--- config.mk ---
export PLATFORM = sky130hd
export DESIGN_NAME = r8de_ram
export DESIGN_NICKNAME = d
export VERILOG_FILES = /design/src/design/assert_macros.svh /design/src/design/r8de_ram.sv
export SDC_FILE = /design/constraint.sdc
export NUM_CORES = 1
export LEC_CHECK = 0
export BUFFER_PORTS_ARGS = -buffer_cell sky130_fd_sc_hd__buf_2
export CAP_MARGIN = 20
export CORE_ASPECT_RATIO = 1.75
export CORE_MARGIN = 2
export CORE_UTILIZATION = 40
export DETAILED_ROUTE_END_ITERATION = 16
export MAX_ROUTING_LAYER = met4
export SLEW_MARGIN = 30
export SYNTH_ARGS = -nofsm -noshare
export SYNTH_HDL_FRONTEND = slang
export SYNTH_SLANG_ARGS = --single-unit
--- constraint.sdc ---
create_clock -name clk -period 3.34 [get_ports clk]
set_clock_uncertainty 0.05 [all_clocks]
set_input_delay 0.501 -clock clk [delete_from_list [all_inputs] [get_ports clk]]
set_output_delay 0.501 -clock clk [all_outputs]
set_load 0.05 [all_outputs]
--- src/design/assert_macros.svh ---
// ----------------------------------------------------------------------------
// assertion macros
// shared concurrent assertion forms for the execute unit
// ----------------------------------------------------------------------------
`ifndef ASSERT_MACROS_SVH
`define ASSERT_MACROS_SVH

// same-cycle implication, disabled while reset is low
`define ASSERT_IMPL(lbl, clk, rst_n, ante, cons) \
	lbl: assert property (@(posedge clk) disable iff (!rst_n) (ante) |-> (cons)) \
		else $error("same-cycle check failed");

// next-cycle implication, disabled while reset is low
`define ASSERT_NEXT(lbl, clk, rst_n, ante, cons) \
	lbl: assert property (@(posedge clk) disable iff (!rst_n) (ante) |=> (cons)) \
		else $error("next-cycle check failed");

`endif

--- src/design/r8de_ram.sv ---
// ----------------------------------------------------------------------------
// r8de_ram
// generic single-write, single-read ram with registered read data
// ----------------------------------------------------------------------------
module r8de_ram #(
	parameter int WIDTH = 8,
	parameter int DEPTH = 64
) (
	input  logic                     clk,
	input  logic                     we,
	input  logic [$clog2(DEPTH)-1:0] waddr,
	input  logic [WIDTH-1:0]         wdata,
	input  logic                     re,
	input  logic [$clog2(DEPTH)-1:0] raddr,
	output logic [WIDTH-1:0]         rdata
);

	logic [WIDTH-1:0] mem [DEPTH];

	always_ff @(posedge clk) begin
		if (we) begin
			mem[waddr] <= wdata;
		end
		if (re) begin
			rdata <= mem[raddr];
		end
	end

endmodule

==> reports/results.ini <==
[outcome]
status=finished, final reports clean

[sta]
tightest_slew_ns=0.906
maxSlewHeadroom_pct=39.6
timing.final.crit_share_pct=71.3
report.final.setup_viol=0
rsz0062_at_grt=no
hold_violations=0
max_freq_ghz=0.420
finalCriticalPeriod_ns=2.38
slew_viol_final=0
fin_setup_tns_ns=0

[yosys]
synth_fp_nets=963
synth-seq-area-share_pct=77.1
post_synth_inst_count=940
synthTopCellsByArea=edfxtp_1, mux4_2, nor2_1, mux2i_1, mux2_2
netlist_area_um2=20200
synth-async-reset-ratio_pct=0
netlist.area_leader.share_pct=77.1
synth_cell_types=39
synth_most_common_cell=edfxtp_1
synth-seq-cells=520
synth_edf_count=520
synth_ff_type=edfxtp_1
synth_warnings=0
yosys.area.top_type=edfxtp_1
synth.avg_cell_area_um2=21.5
synth_common_cells=edfxtp_1, mux4_2, nor2_1, mux2i_1, nand2_1

[grt]
grt_pass1_wl_mm=69.2
grt_pass1_vias=10200
grt_overflow=0
grtUsageTotal_pct=18.9
grt_antenna_before_repair=1
grt_max_degree=65

[critical_path]
path_max_fanout=31
arrival_ns=2.64
path_common_cell=buf_4
slowest_stage=mux4_2
reg2reg_slack_ns=1.16
startpoint_type=input pin
worst_path_largest_cell_delay_ns=0.59
path_buf_inv=2
crit_required_ns=3.60
cp-end-kind=register
crit_type=input pin to register
path_cells=buf_4, mux4_2, mux2_2, a221oi_1, buf_4, o2bb2ai_1
cp_top_family=multiplexers

[cells_and_area]
area_delta_synth_final_pct=14.2
final_area_um2=23100
drive_above_1_share_pct=29.9
nFillCells=4165
final_nets=1084
fin_cells=1759

[placement]
io_buffer_count=30
place_area_um2=21700
gp_congestion=0.858
numPlacedInstances=1681
dp_hpwl_mm=32.0

[power_and_ir_drop]
clkPwrFrac_pct=38.9
p_sw_mw=2.70
power.density_nw_per_um2=565
p_int_mw=10.4
leakage_nw=7.29
peakVddDrop_uv=388
pwr-share-comb_pct=5.6
swShare_pct=20.7
pwr-share-seq_pct=55.5

[routing]
wl_per_cell_um=26.9
drc=0
route.antenna.remaining_nets=0
finalWirelength_mm=47.4
viasPerCell=5.53
first_pass_iters=5
drt_iter0_drc=770
vias=9731

[clock_network]
cts_num_sinks=520
hold_buffers=0
clk_pin_slew_ns=0.07
clock_path_buffers=3
clk_latency_ns=0.56
numCtsBuffers=44
clockRootBuffer=clkbuf_16
htreeDepth=2
cts_resized=0
postCtsSetupRepairBufs=0
cts_tree=done

[floorplan]
fp.dieW_um=174
die_h_um=302
row_count=109
coreArea_um2=50300
die_area_um2=52500
initial_core_util_pct=40.2
io_pins=31

[job]
cap_violations=0

[hold_path]
holdCritPathClass=input pin to register

[cell families (layout without fill, tap and decap cells)]
kind of cell,after synthesis,in the layout,share of synthesized area (%)
buf+inv,51,203,1.56
compound gates,54,54,2.06
other cells,0,1,0
flops,520,520,77.1
mux,162,162,15.9
simple gates,153,153,3.37
[state kept, by name (all words and copies together) (netlist names)]
signal / cells
rdata: 8
mem: 512
[worst register-to-register path, cell delays in order, from the launching register on]
cell      delay, ns
edfxtp_1       0.37
mux4_2         0.48
mux2_2         0.35
o221a_2        0.29
nor3_1         0.25
o32ai_1        0.12
[placed cells by master (no fill, tap or decap), drive strengths merged, types with 4 or more instances in the layout]
cell / instances
a211oi: 4
a221oi: 6
buf: 125
bufinv: 5
clkbuf: 55
clkinv: 15
edfxtp: 520
mux2: 13
mux2i: 23
mux4: 126
nand2: 19
nand2b: 7
nand3: 13
nor2: 83
nor2b: 14
nor3: 7
o21ai: 4
o221ai: 8
o22ai: 8
[through the flow]
step                power [mW]  utilization (%)  setup WS [ns]  hold slack [ns]
floorplan                 7.80                -          0.983            0.550
global placement          8.12             43.2          0.345            0.837
detailed placement        8.13             43.2          0.369            0.848
CTS                       13.2             46.0          0.948            0.268
global route              13.4             46.0          0.848            0.269
finish                    13.1             46.0          0.959            0.277
[final cells by class]
type | count | area [um^2] | area share, %
Clock buffer | 54 | 1160 | 5.01
Tap cell | 666 | 833 | 3.60
Timing Repair Buffer | 126 | 965 | 4.17
Multi-Input combinational cell | 369 | 4320 | 18.7
Sequential cell | 520 | 15600 | 67.5
Antenna cell | 1 | 2.50 | 0.0108
Clock inverter | 23 | 240 | 1.04
[metal layers]
metal / global-route usage, % / vias up / routed length [um]
met5: - / - / 0
met4: 7.70 / 0 / 1890
met3: 1.99 / 82 / 2050
met2: 35.0 / 292 / 26800
met1: 20.6 / 5186 / 16700
li1: - / 4171 / -
[power groups by stage]
stage	Sequential (mW)	Clock, mW	Combinational (mW)
global placement	7.39	0	0.731
detailed placement	7.39	0	0.742
global route	7.25	5.40	0.772
CTS	7.25	5.18	0.744
floorplan	7.42	0	0.385
finish	7.25	5.09	0.728
[worst paths after layout]
check             startpoint  depth (start not counted)  endpoint
setup / recovery    raddr[1]                          6  rdata[0]
hold / removal            re                          1  rdata[4]
setup reg to reg  mem[29][6]                          5  rdata[6]
hold reg to reg   mem[31][6]                          3  rdata[6]
Power figures use the tool's default switching activity.
