File: config.mk
export PLATFORM = sky130hd
export DESIGN_NAME = r8de_alu
export DESIGN_NICKNAME = d
export VERILOG_FILES = /design/src/design/assert_macros.svh /design/src/design/r8de_pkg.sv /design/src/design/r8de_alu.sv
export SDC_FILE = /design/constraint.sdc
export NUM_CORES = 1
export LEC_CHECK = 0
export BUFFER_PORTS_ARGS = -buffer_cell sky130_fd_sc_hd__buf_2
export CORE_MARGIN = 10
export CORE_UTILIZATION = 29
export DETAILED_ROUTE_END_ITERATION = 12
export GPL_TIMING_DRIVEN = 1
export PLACE_DENSITY = 0.54
export SYNTH_ARGS = -nofsm -noshare
export SYNTH_HDL_FRONTEND = slang
export SYNTH_SLANG_ARGS = --single-unit
File: constraint.sdc
create_clock -name vclk -period 6.1
set_input_delay 0.305 -clock vclk [all_inputs]
set_output_delay 0.305 -clock vclk [all_outputs]
set_load 0.02 [all_outputs]
File: src/design/assert_macros.svh
// ----------------------------------------------------------------------------
// assertion macros
// shared concurrent assertion forms for the execute unit
// ----------------------------------------------------------------------------
`ifndef ASSERT_MACROS_SVH
`define ASSERT_MACROS_SVH

// same-cycle implication, disabled while reset is low
`define ASSERT_IMPL(lbl, clk, rst_n, ante, cons) \
	lbl: assert property (@(posedge clk) disable iff (!rst_n) (ante) |-> (cons)) \
		else $error("same-cycle check failed");

// next-cycle implication, disabled while reset is low
`define ASSERT_NEXT(lbl, clk, rst_n, ante, cons) \
	lbl: assert property (@(posedge clk) disable iff (!rst_n) (ante) |=> (cons)) \
		else $error("next-cycle check failed");

`endif

File: src/design/r8de_pkg.sv
// ----------------------------------------------------------------------------
// r8de_pkg
// opcodes, flag positions, defaults and the execute result type
// ----------------------------------------------------------------------------
package r8de_pkg;

	localparam int NUM_REGS_DEF   = 64;
	localparam int DATA_WORDS_DEF = 2048;

	localparam int WORD_W  = 16;
	localparam int FIELD_W = 6;
	localparam int BYTE_W  = 8;
	localparam int FLAG_W  = 5;
	localparam int IN_W    = 32;
	localparam int OUT_W   = 40;

	// flag bit positions
	localparam int FLAG_C = 4;
	localparam int FLAG_V = 3;
	localparam int FLAG_N = 2;
	localparam int FLAG_S = 1;
	localparam int FLAG_Z = 0;

	typedef enum logic [3:0] {
		OP_ADD  = 4'd0,
		OP_SUB  = 4'd1,
		OP_MUL  = 4'd2,
		OP_LDI  = 4'd3,
		OP_BEQZ = 4'd4,
		OP_AND  = 4'd5,
		OP_OR   = 4'd6,
		OP_JR   = 4'd7,
		OP_SLC  = 4'd8,
		OP_SRC  = 4'd9,
		OP_LB   = 4'd10,
		OP_SB   = 4'd11
	} opcode_t;

	typedef struct packed {
		logic              wr;
		logic              mw;
		logic              rd;
		logic [BYTE_W-1:0] val;
		logic [WORD_W-1:0] npc;
		logic [FLAG_W-1:0] flags;
	} exec_res_t;

endpackage

File: src/design/r8de_alu.sv
// ----------------------------------------------------------------------------
// r8de_alu
// executes one decoded instruction on its operands and the current flags
// ----------------------------------------------------------------------------
module r8de_alu (
	input  r8de_pkg::opcode_t                  op,
	input  logic [r8de_pkg::FIELD_W-1:0]       rb_field,
	input  logic [r8de_pkg::BYTE_W-1:0]        a,
	input  logic [r8de_pkg::BYTE_W-1:0]        b,
	input  logic [r8de_pkg::BYTE_W-1:0]        ld_byte,
	input  logic [r8de_pkg::WORD_W-1:0]        pc,
	input  logic [r8de_pkg::FLAG_W-1:0]        flags_in,
	input  logic                               a_idx_ok,
	input  logic                               st_ok,
	output r8de_pkg::exec_res_t                result
);

	logic [8:0]  sum;
	logic [8:0]  diff;
	logic [15:0] prod;
	logic [15:0] rotl;
	logic [15:0] rotr;
	logic [15:0] sx;
	logic [2:0]  sh;
	logic [7:0]  val;
	logic [4:0]  f;
	logic        wr;
	logic        mw;
	logic        rd;
	logic [15:0] npc;
	logic        v;

	assign sum  = {1'b0, a} + {1'b0, b};
	assign diff = {1'b0, a} - {1'b0, b};
	assign prod = {8'd0, a} * {8'd0, b};
	assign sh   = rb_field[2:0];
	assign rotl = {a, a} << sh;
	assign rotr = {a, a} >> sh;
	assign sx   = {{10{rb_field[5]}}, rb_field};

	always_comb begin
		val = '0;
		f   = flags_in;
		wr  = 1'b0;
		mw  = 1'b0;
		rd  = 1'b0;
		npc = '0;
		v   = 1'b0;
		case (op)
			r8de_pkg::OP_ADD: begin
				val = sum[7:0];
				v   = ~(a[7] ^ b[7]) & (val[7] ^ b[7]);
				f[r8de_pkg::FLAG_C] = sum[8];
				f[r8de_pkg::FLAG_V] = v;
				f[r8de_pkg::FLAG_S] = v ^ val[7];
				wr  = 1'b1;
			end
			r8de_pkg::OP_SUB: begin
				val = diff[7:0];
				v   = (a[7] ^ b[7]) & ~(val[7] ^ b[7]);
				f[r8de_pkg::FLAG_C] = diff[8];
				f[r8de_pkg::FLAG_V] = v;
				f[r8de_pkg::FLAG_S] = v ^ val[7];
				wr  = 1'b1;
			end
			r8de_pkg::OP_MUL: begin
				val = prod[7:0];
				wr  = 1'b1;
			end
			r8de_pkg::OP_LDI: begin
				val = sx[7:0];
				wr  = 1'b1;
			end
			r8de_pkg::OP_BEQZ: begin
				if (a == 8'd0) begin
					rd  = 1'b1;
					npc = pc + sx;
				end
			end
			r8de_pkg::OP_AND: begin
				val = a & b;
				wr  = 1'b1;
			end
			r8de_pkg::OP_OR: begin
				val = a | b;
				wr  = 1'b1;
			end
			r8de_pkg::OP_JR: begin
				rd  = 1'b1;
				npc = {a, b};
			end
			r8de_pkg::OP_SLC: begin
				val = rotl[15:8];
				wr  = 1'b1;
			end
			r8de_pkg::OP_SRC: begin
				val = rotr[7:0];
				wr  = 1'b1;
			end
			r8de_pkg::OP_LB: begin
				val = ld_byte;
				wr  = 1'b1;
			end
			r8de_pkg::OP_SB: begin
				mw = st_ok;
			end
			default: begin
			end
		endcase
		// n and z follow every arithmetic, logic and rotate result
		case (op)
			r8de_pkg::OP_ADD, r8de_pkg::OP_SUB, r8de_pkg::OP_MUL, r8de_pkg::OP_AND,
			r8de_pkg::OP_OR, r8de_pkg::OP_SLC, r8de_pkg::OP_SRC: begin
				f[r8de_pkg::FLAG_N] = val[7];
				f[r8de_pkg::FLAG_Z] = (val == 8'd0);
			end
			default: begin
			end
		endcase
		wr = wr & a_idx_ok;
		if (!wr) begin
			val = '0;
		end
	end

	assign result = '{wr: wr, mw: mw, rd: rd, val: val, npc: npc, flags: f};

endmodule

==> impl_metrics.toml <==
[job]
drv_cap = 0

[worst_hold_path]
min-delay-path-class = "primary input to output port"
min-delay-start = "flags_in[0]"

[timing]
slew-limit-headroom_pct = 28.1
rsz0062_at_grt = "false"
hold_viol_final = 0
tns_ns = 0
setup_viol = 0
max_clock_freq_mhz = 187
slew_violations = 0
fin_crit_sh_pct = 87.6
layout_setup_ws_ns = 0.759
period_minus_slack_ns = 5.34
worst_pin_slew_ns = 1.07

[cells_and_area]
antenna_cells = 0
design.final.nets = 695
design.seq.count = 0
layout-drive-gt1-share_pct = 19.8
area_growth_pct = 13.9
nClkBuffers = 0
seq_area_um2 = 0

[global_routing]
first_global_vias = 4159
grtUsageMet3_pct = 3.26
grt_usage_pct = 15.0
use_met2_pct = 24.0
busiest_layer = "met2"
grt_antenna_before_repair = 0
grt.overflow.total = 0
grt_util_met1_pct = 21.0
grt_pass1_wl_um = 22500
grt_max_degree = 23

[critical_path]
cp-end-kind = "output port"
crit_arrival_ns = 5.04
startpoint = "a[2]"
critPathKind = "primary input to output port"
start_kind = "primary input"
crit_required_ns = 5.79
crit_fanout = 14

[drt]
drt-vias-per-instance = 5.53
wl_um = 14200
wl_per_cell_um = 19.3
drt-initial-drc-count = 348
ant_nets = 0
drc_errors = 0
first_pass_iters = 5
vias = 4072

[yosys]
synth_top_area_share_pct = 18.1
syn-num-nets = 632
syn_area_per_cell_um2 = 7.56
synth.largest_area_cell = "ha_1"
yosysSeqAreaShare_pct = 0
synthDistinctLibCells = 62
syn_area_mm2 = 0.00381
ys_top_cells_by_count = "ha_1 (55), nor2_1 (54), inv_1 (53)"
yosys_warnings = 0
netlist_top_cells_area = "ha_1 (18%), fa_1 (8.4%), mux4_2 (6.5%)"
yosysMostFrequentCell = "ha_1"
syn-instance-count = 504

[pwr]
peakVddDrop_uv = 49.5
leakagePower_nw = 2.10
power_density_mw_per_mm2 = 106
p_total_mw = 0.461

[floorplan]
num_io_pins = 89
coreArea_mm2 = 0.0127
std_cell_rows = 41
initial_core_util_pct = 30.0
die_w_um = 135
fp.dieH_um = 135
fp.dieArea_mm2 = 0.0181

[placement]
portBuffers = 89
pre_cts_slack_ns = 0.755
gp_congestion = 0.916
hpwl_um = 12000

[cts]
cts_resized = 0
cts_setup_buffers = 0
cts_hold_buffers = 0

[outcome]
status = "finished clean"
cell families (layout without fill, tap and decap cells):
kind of cell / after synthesis / in the layout / share of synthesized area (%)
AO/OA/AOI/OAI: 126 / 126 / 22.9
XOR/XNOR: 31 / 31 / 7.84
adder cells (fa/ha/maj): 71 / 71 / 26.5
buffers and inverters: 84 / 145 / 9.16
multiplexers: 29 / 29 / 13.4
AND/OR/NAND/NOR: 163 / 163 / 20.2
metal layers:
metal  vias up  share of wire [%]
met5         -                  0
met4         0               0.73
met3         6                8.8
met2       189                 44
met1      1949                 46
li1       1928                  -
through the flow:
stage / util, % / area (um2) / hold WS [ns] / std cells
global placement: 34.1 / 4340 / 0.930 / 737
finish: 34.1 / 4340 / 0.944 / 737
global route: 34.1 / 4340 / 0.977 / 737
CTS: 34.1 / 4340 / 0.952 / 737
detailed placement: 34.1 / 4340 / 0.952 / 737
floorplan: - / 3810 / 0.745 / 504
cell usage in the layout (no fill, tap or decap), drive strengths merged, types with 6 or more instances in the layout:
master	count
a22oi	8
nor2	54
a211oi	13
mux2i	11
nand2b	7
ha	55
nand2	50
o22ai	7
xor2	10
o21ai	27
nor3	8
xnor2	19
fa	16
inv	54
buf	91
nand3	6
a21oi	24
nor4	6
mux4	16
nor2b	11
path summary, 6_finish.rpt:
path   endpoint  slack (ns)  depth (start not counted)
max   result[0]        0.76                         19
min   result[0]        0.94                          4
area by class of cell:
class | count | area, um2
Fill cell | 1414 | 8380
Inverter | 54 | 203
Multi-Input combinational cell | 420 | 3460
Tap cell | 172 | 215
Timing Repair Buffer | 91 | 460
critical path, cell delays in order:
cell,delay (ns)
buf_2,0.24
ha_1,0.28
inv_1,0.10
fa_1,0.42
inv_1,0.09
fa_1,0.39
ha_1,0.29
inv_1,0.05
fa_1,0.53
inv_1,0.04
ha_1,0.33
a21o_1,0.17
a21oi_1,0.17
xnor3_1,0.25
xnor3_1,0.46
a211oi_4,0.31
inv_2,0.06
o41ai_2,0.31
buf_2,0.22
power by group:
part	internal (mW)	switching (mW)
Combinational	0.191	0.269
Sequential	0	0
Clock	0	0
Power figures use the tool's default switching activity.
